$ cat config.mk
export PLATFORM = sky130hd
export DESIGN_NAME = record_crc_seal_verify
export DESIGN_NICKNAME = d
export VERILOG_FILES = /design/src/design/rcsv_pkg.sv /design/src/design/rcsv_in_stage.sv /design/src/design/rcsv_engine.sv /design/src/design/rcsv_out_stage.sv /design/src/design/record_crc_seal_verify.sv
export VERILOG_INCLUDE_DIRS = /design/src /design/src/design
export SDC_FILE = /design/constraint.sdc
export NUM_CORES = 1
export LEC_CHECK = 0
export BUFFER_PORTS_ARGS = -buffer_cell sky130_fd_sc_hd__buf_2
export CAP_MARGIN = 25
export CORE_MARGIN = 3
export CORE_UTILIZATION = 40
export CTS_CLUSTER_SIZE = 25
export DETAILED_ROUTE_END_ITERATION = 16
export PLACE_DENSITY_LB_ADDON = 0.25
export REMOVE_ABC_BUFFERS = 1
export SLEW_MARGIN = 20
export SYNTH_ARGS = -nofsm -noshare
export SYNTH_HDL_FRONTEND = slang
export SYNTH_SLANG_ARGS = --single-unit
$ cat constraint.sdc
create_clock -name clk -period 4 [get_ports clk]
set_input_delay 0.8 -clock clk [delete_from_list [all_inputs] [get_ports clk]]
set_output_delay 0.8 -clock clk [all_outputs]
set_load 0.005 [all_outputs]
$ cat src/design/record_crc_seal_verify_macros.svh
// Assertion macros for the record CRC seal/verify block.
// Used only by the top level; no other dependencies.
`ifndef RECORD_CRC_SEAL_VERIFY_MACROS_SVH
`define RECORD_CRC_SEAL_VERIFY_MACROS_SVH

// same-cycle implication, disabled in reset
`define RCSV_ASSERT_IMP(label, clk, rst, ante, cons, msg) \
  label: assert property (@(posedge clk) disable iff (rst) (ante) |-> (cons)) \
    else $error(msg);

// next-cycle implication, disabled in reset
`define RCSV_ASSERT_NXT(label, clk, rst, ante, cons, msg) \
  label: assert property (@(posedge clk) disable iff (rst) (ante) |=> (cons)) \
    else $error(msg);

`endif

$ cat src/design/rcsv_pkg.sv
// Shared types, codes and the CRC-16 byte fold for the record CRC block.
// No dependencies.
package rcsv_pkg;

  localparam logic [15:0] CRC_START = 16'hFFFF;
  localparam logic [15:0] CRC_POLY  = 16'hA001;

  localparam logic OP_SEAL   = 1'b0;
  localparam logic OP_VERIFY = 1'b1;

  localparam logic [1:0] STATUS_SEALED   = 2'd0;
  localparam logic [1:0] STATUS_MATCH    = 2'd1;
  localparam logic [1:0] STATUS_MISMATCH = 2'd2;

  // header position of a record being verified
  localparam logic [1:0] POS_VERSION = 2'd0;
  localparam logic [1:0] POS_CRC_HI  = 2'd1;
  localparam logic [1:0] POS_CRC_LO  = 2'd2;
  localparam logic [1:0] POS_PAYLOAD = 2'd3;

  typedef struct packed {
    logic       operation;
    logic [7:0] data_byte;
    logic       last;
  } item_t;

  typedef struct packed {
    logic [15:0] crc_value;
    logic [1:0]  result_status;
  } res_t;

  // reflected CRC-16, one byte, unrolled
  function automatic logic [15:0] crc_fold(input logic [15:0] crc, input logic [7:0] b);
    logic [15:0] c;
    c = crc ^ {8'h00, b};
    for (int k = 0; k < 8; k++) begin
      if (c[0]) begin
        c = (c >> 1) ^ CRC_POLY;
      end else begin
        c = c >> 1;
      end
    end
    return c;
  endfunction

endpackage

$ cat src/design/rcsv_in_stage.sv
// Input register stage for the record CRC block.
// Depends on rcsv_pkg.
module rcsv_in_stage (
  input  logic          clk,
  input  logic          rst,
  input  logic          in_valid,
  output logic          in_ready,
  input  rcsv_pkg::item_t in_item,
  input  logic          advance,
  output logic          stage_valid,
  output rcsv_pkg::item_t stage_item
);

  logic            valid;
  rcsv_pkg::item_t item;

  assign in_ready    = !valid || advance;
  assign stage_valid = valid;
  assign stage_item  = item;

  always_ff @(posedge clk) begin
    if (rst) begin
      valid <= 1'b0;
    end else if (in_ready) begin
      valid <= in_valid;
    end
  end

  always_ff @(posedge clk) begin
    if (in_valid && in_ready) begin
      item <= in_item;
    end
  end

endmodule

$ cat src/design/rcsv_engine.sv
// Record state and CRC update: one byte per request, result on the last byte.
// Depends on rcsv_pkg.
module rcsv_engine (
  input  logic            clk,
  input  logic            rst,
  input  logic            fire,
  input  rcsv_pkg::item_t item,
  output rcsv_pkg::res_t  result
);

  logic [15:0] crc_reg, crc_reg_next;
  logic [1:0]  pos, pos_next;
  logic [7:0]  version, version_next;
  logic [15:0] stored, stored_next;

  logic [15:0] crc_pay;
  logic [15:0] crc_upd;
  logic [7:0]  ver_use;
  logic [15:0] stored_use;
  logic [15:0] final_crc;
  logic        verify;

  assign verify     = (item.operation == rcsv_pkg::OP_VERIFY);
  assign crc_pay    = rcsv_pkg::crc_fold(crc_reg, item.data_byte);
  assign crc_upd    = (!verify || pos == rcsv_pkg::POS_PAYLOAD) ? crc_pay : crc_reg;
  assign ver_use    = (pos == rcsv_pkg::POS_VERSION) ? item.data_byte : version;
  assign stored_use = (pos == rcsv_pkg::POS_CRC_LO) ? {stored[15:8], item.data_byte} : stored;
  assign final_crc  = rcsv_pkg::crc_fold(crc_upd, ver_use);

  always_comb begin
    if (!verify) begin
      result.crc_value     = crc_pay;
      result.result_status = rcsv_pkg::STATUS_SEALED;
    end else begin
      result.crc_value = final_crc;
      // header cut short before the CRC was complete
      if (pos == rcsv_pkg::POS_VERSION || pos == rcsv_pkg::POS_CRC_HI) begin
        result.result_status = rcsv_pkg::STATUS_MISMATCH;
      end else if (final_crc == stored_use) begin
        result.result_status = rcsv_pkg::STATUS_MATCH;
      end else begin
        result.result_status = rcsv_pkg::STATUS_MISMATCH;
      end
    end
  end

  always_comb begin
    crc_reg_next = crc_reg;
    pos_next     = pos;
    version_next = version;
    stored_next  = stored;
    if (item.last) begin
      crc_reg_next = rcsv_pkg::CRC_START;
      pos_next     = rcsv_pkg::POS_VERSION;
      version_next = 8'h00;
      stored_next  = 16'h0000;
    end else if (!verify) begin
      crc_reg_next = crc_pay;
    end else begin
      crc_reg_next = crc_upd;
      case (pos)
        rcsv_pkg::POS_VERSION: begin
          version_next = item.data_byte;
          pos_next     = rcsv_pkg::POS_CRC_HI;
        end
        rcsv_pkg::POS_CRC_HI: begin
          stored_next = {item.data_byte, stored[7:0]};
          pos_next    = rcsv_pkg::POS_CRC_LO;
        end
        rcsv_pkg::POS_CRC_LO: begin
          stored_next = stored_use;
          pos_next    = rcsv_pkg::POS_PAYLOAD;
        end
        default: begin
          pos_next = rcsv_pkg::POS_PAYLOAD;
        end
      endcase
    end
  end

  always_ff @(posedge clk) begin
    if (rst) begin
      crc_reg <= rcsv_pkg::CRC_START;
      pos     <= rcsv_pkg::POS_VERSION;
      version <= 8'h00;
      stored  <= 16'h0000;
    end else if (fire) begin
      crc_reg <= crc_reg_next;
      pos     <= pos_next;
      version <= version_next;
      stored  <= stored_next;
    end
  end

endmodule

$ cat src/design/rcsv_out_stage.sv
// Result register for the record CRC block.
// Depends on rcsv_pkg.
module rcsv_out_stage (
  input  logic           clk,
  input  logic           rst,
  input  logic           load,
  input  rcsv_pkg::res_t load_res,
  output logic           free,
  output logic           out_valid,
  input  logic           out_ready,
  output rcsv_pkg::res_t out_res
);

  logic           valid;
  rcsv_pkg::res_t res;

  assign free      = !valid || out_ready;
  assign out_valid = valid;
  assign out_res   = res;

  always_ff @(posedge clk) begin
    if (rst) begin
      valid <= 1'b0;
    end else if (load) begin
      valid <= 1'b1;
    end else if (out_ready) begin
      valid <= 1'b0;
    end
  end

  always_ff @(posedge clk) begin
    if (load) begin
      res <= load_res;
    end
  end

endmodule

$ cat src/design/record_crc_seal_verify.sv
// Record CRC seal/verify engine. One byte request is taken per cycle while the
// stream is not stalled; each byte is held in the input register, then its
// CRC-16 (reflected 0xA001, start 0xFFFF) update and, on the last byte, the
// result are computed in one pass, and the result is loaded into the result
// register, which drives out_valid. Sustained rate is one byte per cycle,
// set by the unrolled byte-wide CRC fold; the stream stalls only while a
// finished result waits in the result register and the next last byte needs it.
// Depends on rcsv_pkg, rcsv_in_stage, rcsv_engine, rcsv_out_stage and the macros header.
`include "record_crc_seal_verify_macros.svh"

module record_crc_seal_verify (
  input  logic        clk,
  input  logic        rst,
  input  logic        in_valid,
  output logic        in_ready,
  input  logic        operation,
  input  logic [7:0]  data_byte,
  input  logic        last,
  output logic        out_valid,
  input  logic        out_ready,
  output logic [15:0] crc_value,
  output logic [1:0]  result_status
);

  rcsv_pkg::item_t in_item;
  rcsv_pkg::item_t stage_item;
  rcsv_pkg::res_t  eng_res;
  rcsv_pkg::res_t  out_res;
  logic            stage_valid;
  logic            out_free;
  logic            advance;
  logic            load;

  assign in_item.operation = operation;
  assign in_item.data_byte = data_byte;
  assign in_item.last      = last;

  // a last byte needs the result register; others pass freely
  assign advance = stage_valid && (!stage_item.last || out_free);
  assign load    = advance && stage_item.last;

  rcsv_in_stage u_in (
    .clk        (clk),
    .rst        (rst),
    .in_valid   (in_valid),
    .in_ready   (in_ready),
    .in_item    (in_item),
    .advance    (advance),
    .stage_valid(stage_valid),
    .stage_item (stage_item)
  );

  rcsv_engine u_engine (
    .clk   (clk),
    .rst   (rst),
    .fire  (advance),
    .item  (stage_item),
    .result(eng_res)
  );

  rcsv_out_stage u_out (
    .clk      (clk),
    .rst      (rst),
    .load     (load),
    .load_res (eng_res),
    .free     (out_free),
    .out_valid(out_valid),
    .out_ready(out_ready),
    .out_res  (out_res)
  );

  assign crc_value     = out_res.crc_value;
  assign result_status = out_res.result_status;

  `RCSV_ASSERT_NXT(a_last_gives_result, clk, rst, load, out_valid, "last byte produced no result")
  `RCSV_ASSERT_IMP(a_stall_blocks_input, clk, rst, stage_valid && stage_item.last && !out_free, !in_ready, "input taken while last byte is stalled")
  `RCSV_ASSERT_NXT(a_mid_byte_keeps_result, clk, rst, advance && !stage_item.last && out_valid && !out_ready, out_valid && $stable(crc_value) && $stable(result_status), "non-last byte disturbed a waiting result")
  `RCSV_ASSERT_IMP(a_sealed_only_from_seal, clk, rst, load && stage_item.operation == rcsv_pkg::OP_VERIFY, eng_res.result_status != rcsv_pkg::STATUS_SEALED, "verify record reported as sealed")

endmodule
# Word level (Yosys, flattened, before mapping)

Cells that the tools add are included.

Register bits: 72
Latch bits: 0
Bits in writable memories: 0
Memory bits (read-only): 0
Input bits: 14
Output and inout port bits: 20
Memories: 0

Add/subtract/negate cells: 0
Multipliers: 0
Divide/modulo/power cells: 0
$lt $le $gt $ge: 0
Eq/ne operators: 5
Shift-type cells: 0
Multiplexer cells: 34
Bitwise operators: 19
Reductions and logical operators: 21

Operator list:

| kind                                                 | count |
|---|---|
| 2-to-1 mux 16 bit                                    | 21 |
| inverter 2 -> 3 bit                                  | 16 |
| 2-to-1 mux 8 bit                                     | 4 |
| case mux 16 bit (2 select lines)                     | 1 |
| XOR 16 x 8 -> 16 bit                                 | 2 |
| 2-to-1 mux 18 bit                                    | 1 |
| equality test 16 bit                                 | 1 |
| 2-to-1 mux 2 bit                                     | 4 |
| nonzero test 2 bit                                   | 3 |
| logical OR 1 bit                                     | 5 |
| equality test 2 bit (second input constant)          | 2 |
| logical NOT 1 bit                                    | 4 |
| case mux 2 bit (2 select lines)                      | 1 |
| AND reduction 4 bit                                  | 1 |
| logical AND 1 bit                                    | 3 |
| AND reduction 3 bit                                  | 1 |
| nonzero test 3 bit                                   | 1 |
| equality test 2 x 1 -> 1 bit (second input constant) | 1 |
| logical NOT 2 bit                                    | 1 |
| 2-to-1 mux 1 bit                                     | 2 |
| != test 2 bit (second input constant)                | 1 |
| AND reduction 2 bit                                  | 1 |
| OR reduction 2 bit                                   | 1 |
| inverter 1 bit                                       | 1 |

# Logic depth before layout (Yosys ltp)

Word-level depth: 39
Gate-level depth with buffers: 12
Depth with buffers taken out: 9

# Modules after synthesis

A second synthesis with hierarchy kept.

Cells, all modules: 385
Area, all modules: 3982.6 sq um

Modules (own cells, without submodules):

| module                 | times used | cells each | area an instance (sq um) | seq. area each (sq um) |
|---|---|---|---|---|
| rcsv_engine            | 1          | 345        | 3021.6                   | 840.8 |
| rcsv_out_stage         | 1          | 22         | 586.8                    | 560.5 |
| rcsv_in_stage          | 1          | 15         | 355.3                    | 320.3 |
| record_crc_seal_verify | 1          | 3          | 18.8                     | 0.0 |

# Worst setup path after synthesis

No wires, ideal clock.

Kind: register -> register
Start: register u_in.stage_item[4] (netlist name)
End: register u_out.res, in the netlist u_out.out_res[1], data pin
Data arrival time: 2.894 ns
Required time: 3.746 ns
Setup slack: 0.851 ns
Cell stages (with the launch flop): 10
Clock period less this slack: 3.149 ns
Cells stage by stage: edfxtp_1 -> xnor2_2 -> xor2_1 -> xnor3_2 -> xor3_2 -> o21ai_2 -> xnor2_2 -> xnor3_2 -> a211o_1 -> o21a_1

Cells in the longest elaborated chain, start to end: 24
Elaborated cells between the ends (all ways): 36

RTL lines:

| item                                                                   | RTL line                          | text |
|---|---|---|
| XOR 16 x 8 -> 16 bit                                                   | rcsv_pkg.sv:35                    | `c = crc ^ {8'h00, b};` |
| 2-to-1 mux 16 bit (2 in series)                                        | rcsv_pkg.sv:37                    | `if (c[0]) begin` |
| inverter 2 -> 3 bit (no line)                                          | --                                |  |
| 2-to-1 mux 16 bit (3 in series)                                        | rcsv_pkg.sv:37                    |  |
| inverter 2 -> 3 bit (no line) or 2-to-1 mux 16 bit (tied branches)     | --                                |  |
| 2-to-1 mux 16 bit or inverter 2 -> 3 bit (tied branches) (2 in series) | --                                |  |
| 2-to-1 mux 16 bit, on equally long branches                            | rcsv_pkg.sv:37, rcsv_engine.sv:25 |  |
| 2-to-1 mux 16 bit or XOR 16 x 8 -> 16 bit (tied branches)              | rcsv_engine.sv:25, rcsv_pkg.sv:35 |  |
| XOR 16 x 8 -> 16 bit, or another cell as far along                     | rcsv_pkg.sv:35                    |  |
| 2-to-1 mux 16 bit or inverter 2 -> 3 bit (tied branches) (7 in series) | --                                |  |
| 2-to-1 mux 16 bit                                                      | rcsv_pkg.sv:37                    |  |
| equality test 16 bit (*)                                               | rcsv_engine.sv:39                 | `end else if (final_crc == stored_use) begin` |
| 2-to-1 mux 2 bit (*)                                                   | rcsv_engine.sv:39                 |  |
| 2-to-1 mux 2 bit (*)                                                   | rcsv_engine.sv:37                 | `if (pos == rcsv_pkg::POS_VERSION \|\| pos == rcsv_pkg::POS_CRC_HI) begin` |
| end signal, assigned                                                   | rcsv_out_stage.sv:33              | `res <= load_res;` |
| end, declared                                                          | rcsv_out_stage.sv:15              | `rcsv_pkg::res_t res;` |

Every way passes the cells marked *; elsewhere a longest branch is shown, timed or not.
A chain may end at the register's enable or synchronous reset.

# Final worst setup path

Start: register u_engine.pos[0]
End: register u_out.res, in the netlist u_out.out_res[0], data pin

Cells in the longest elaborated chain, start to end: 16
Elaborated cells between the ends (all ways): 29

RTL lines:

| item                                                                   | RTL line          | text |
|---|---|---|
| start, declared                                                        | rcsv_engine.sv:12 | `logic [1:0] pos, pos_next;` |
| start signal, assigned                                                 | rcsv_engine.sv:84 | `pos <= rcsv_pkg::POS_VERSION;` |
| start signal, assigned                                                 | rcsv_engine.sv:89 | `pos <= pos_next;` |
| equality test 2 bit                                                    | rcsv_engine.sv:25 | `assign crc_upd = (!verify \|\| pos == rcsv_pkg::POS_PAYLOAD) ? crc_pay : crc_reg;` |
| logical OR 1 bit                                                       | rcsv_engine.sv:25 |  |
| 2-to-1 mux 16 bit                                                      | rcsv_engine.sv:25 |  |
| XOR 16 x 8 -> 16 bit                                                   | rcsv_pkg.sv:35    |  |
| 2-to-1 mux 16 bit or inverter 2 -> 3 bit (tied branches)               | --                |  |
| inverter 2 -> 3 bit (no line) or 2-to-1 mux 16 bit (tied branches)     | --                |  |
| 2-to-1 mux 16 bit or inverter 2 -> 3 bit (tied branches) (3 in series) | --                |  |
| inverter 2 -> 3 bit (no line) or 2-to-1 mux 16 bit (tied branches)     | --                |  |
| 2-to-1 mux 16 bit or inverter 2 -> 3 bit (tied branches) (3 in series) | --                |  |
| 2-to-1 mux 16 bit                                                      | rcsv_pkg.sv:37    |  |
| equality test 16 bit                                                   | rcsv_engine.sv:39 |  |
| 2-to-1 mux 2 bit                                                       | rcsv_engine.sv:39 |  |

Several ways; a longest one is shown, not always the timed one.

==> impl_metrics.csv <==
group,metric,value,unit
floorplan,design.die.area,0.0110,mm²
placed_design,place_congestion,0.857,
global_route,grt.overflow.total,0,
global_route,largest_net_degree_at_the_start_of_global_routing,30,
clock_network,cts_hold_repair.buffers,0,
sta,finalHoldViolations,0,
setup_path,cp-end-kind,"register",
clock_network,cts_tree,"yes",
route,ant_nets,0,
clock_network,numCtsBuffers,9,
sta,achievable-frequency,0.283,GHz
final_layout,drive_gt1_frac,0.178,
final_layout,n_antenna_cell,0,
setup_path,worstSetupPathType,"register to register",
route,detailroute.via_count,2868,
placed_design,dpl.cell_count,539,
synth,synth.avg_cell_area,10.2,µm²
global_route,gr-usage-all-layers,0.166,
route,drt-total-wl,8.99,mm
setup_path,cp_max_fo,12,
synth,synth-compound-area-share,0.104,
synth,synth-edff-count,28,
sta,max_slew.worst_pin.slew,1.05,ns
route,viasPerCell,5.17,
global_route,grt_first_pass_wirelength,14.3,mm
flow_run,max-cap-violations,0,
placed_design,place_hpwl,6.78,mm
synth,yosys_warnings,0,
synth,post_synth_most_frequent_cells,"sky130_fd_sc_hd__nand2_1 (54), sky130_fd_sc_hd__dfxtp_1 (44), sky130_fd_sc_hd__xnor2_1 (33)",
final_layout,design.final.nets,435,
floorplan,width_of_the_die,105,µm
sta,report.final.setup_viol,0,
pwr,powerDensity,433,mW/mm²
sta,slew_headroom,0.296,
synth,yosys.area_share.xor_xnor,0.197,
route,detail_route.iter0.violations,155,
final_layout,syn2layout_area_growth,12.0,%
setup_path,worst-endpoint-required,4.16,ns
clock_network,htree_num_levels,3,
hold_path,worstHoldPathType,"register to register",
floorplan,initial_utilization,0.418,
final_layout,final_cells,555,
global_route,initial_antenna_violation_count,0,
clock_network,clock_path_buffers,2,
run_status,run_status,"finished clean",
sta,worst_hold_slack,0.453,ns
floorplan,placementRows,35,
sta,timing.final.crit_period,3.53,ns
synth,synth-async-reset-ratio,0,
floorplan,dieHeight,105,µm
route,route.detailed.drc,0,
synth,synth_top_flop_cell,"sky130_fd_sc_hd__dfxtp_1",
synth,fraction_of_synthesized_cell_area_taken_by_the_top_area_cell_type,0.225,
sta,setup-tns-final,0,ns
clock_network,postCtsSetupBuffers,0,
placed_design,buffer_ports.inserted,33,
floorplan,core_area,0.00937,mm²
route,routedWlPerCell,16.2,µm
pwr,lkg_pwr,0.00178,µW
setup_path,cp_data_arrival_time,3.70,ns
synth,synth_area_leader_cell,"sky130_fd_sc_hd__dfxtp_1",
synth,muxShareOfSynthArea,0.0857,
sta,finalClockSkew,0.00901,ns
pwr,post-layout-total-power,1900,µW
sta,final_min_period_over_clock_period,0.883,
synth,postSynthCellCount,383,
clock_network,clkLatencyLatePin,0.34,ns
synth,yosys.cell_types.count,45,
synth,post-synth-top-count-cell,"sky130_fd_sc_hd__nand2_1",
final_layout,largest_reg_flops,18,
pwr,ir_drop,199,µV
sta,drv_slew,0,
synth,synth-seq-cells,72,
clock_network,post_cts.resized_instances,0,
sta,rsz0062_at_grt,"no",
clock_network,clockRootBuffer,"sky130_fd_sc_hd__clkbuf_8",
route,detailedRoute.firstPassIterationCount,6,
synth,register_area_share_after_synthesis,0.440,
synth,post_synth_fa_ha_maj_area_fraction,0,
setup_path,critical_path.startpoint_type,"register",
synth,synth-simple-area-share,0.146,
synth,ys_top_cells_by_area,"sky130_fd_sc_hd__dfxtp_1 (22%), sky130_fd_sc_hd__edfxtp_1 (21%), sky130_fd_sc_hd__mux2i_1 (7.4%)",
clock_network,cts.sink_count,72,
global_route,first_global_vias,2668,
synth,largest_family_of_logic_cells_by_synthesized_area,"XOR/XNOR gates",
floorplan,num_io_pins,34,
synth,synth_area,0.00392,mm²
clock_network,worst_setup_hold_path_clk_slew,0.08,ns
[logic make-up after synthesis]
family	count (synthesis)
AO/OA/AOI/OAI	64
XOR/XNOR	65
buffers and inverters	21
flip-flops	72
multiplexers	32
AND/OR/NAND/NOR	129
[layer usage]
metal / vias to the layer above / wire length [µm] / global-route usage
met2: 91 / 4010 / 0.252
met4: 0 / 126 / 0.0478
met5: - / 0 / 0
li1: 1417 / - / -
met1: 1346 / 4320 / 0.242
met3: 14 / 536 / 0.0296
[final timing paths]
check	startpoint	end	slack [ns]	cells after the start
setup reg to reg	u_engine.pos[0]	u_out.out_res[0]	0.47	10
hold reg to reg	u_engine.stored[0]	u_engine.stored[0]	0.45	2
setup / recovery	u_engine.pos[0]	u_out.out_res[0]	0.47	10
hold / removal	u_engine.stored[0]	u_engine.stored[0]	0.45	2
[power by group]
group          internal [µW]  total (µW)  switching (µW)
clock                    216         473             257
sequential               811         840            28.6
combinational            278         585             307
[layout make-up]
class                      instances  area (µm²)
inverter                           4        15.0
timing repair buffer              44         248
multi-input combinational        290        2080
tap                              129         161
clock buffer                      10         128
fill                             911        4990
sequential                        72        1720
clock inverter                     6        26.3
[worst max-delay path, cell delays in order, from the launching register on]
cell and delay (ns):
sky130_fd_sc_hd__dfxtp_1 0.64, sky130_fd_sc_hd__a21bo_1 0.41, sky130_fd_sc_hd__buf_4 0.26, sky130_fd_sc_hd__mux2i_1 0.23, sky130_fd_sc_hd__xnor2_1 0.24, sky130_fd_sc_hd__xor2_1 0.44
sky130_fd_sc_hd__xnor2_1 0.16, sky130_fd_sc_hd__xnor2_1 0.16, sky130_fd_sc_hd__xnor2_1 0.36, sky130_fd_sc_hd__mux2i_1 0.16, sky130_fd_sc_hd__nor4bb_1 0.29
[through the flow]
stage | cell area, µm² | worst slack (ns) | util
global placement | 4230 | 0.518 | 0.451
CTS | 4380 | 0.481 | 0.468
floorplan | 3820 | 0.381 | -
finish | 4380 | 0.466 | 0.468
global route | 4380 | 0.244 | 0.468
detailed placement | 4230 | 0.508 | 0.451
[cells in the final DEF (no fill, tap or decap), drive strengths merged, types with 11 or more instances in the layout]
cell,count
nor2,30
nand2,54
edfxtp,28
buf,44
dfxtp,44
o21ai,11
nand3,26
mux2i,30
a21oi,27
xor2,15
xnor2,42
Power figures use the tool's default switching activity.
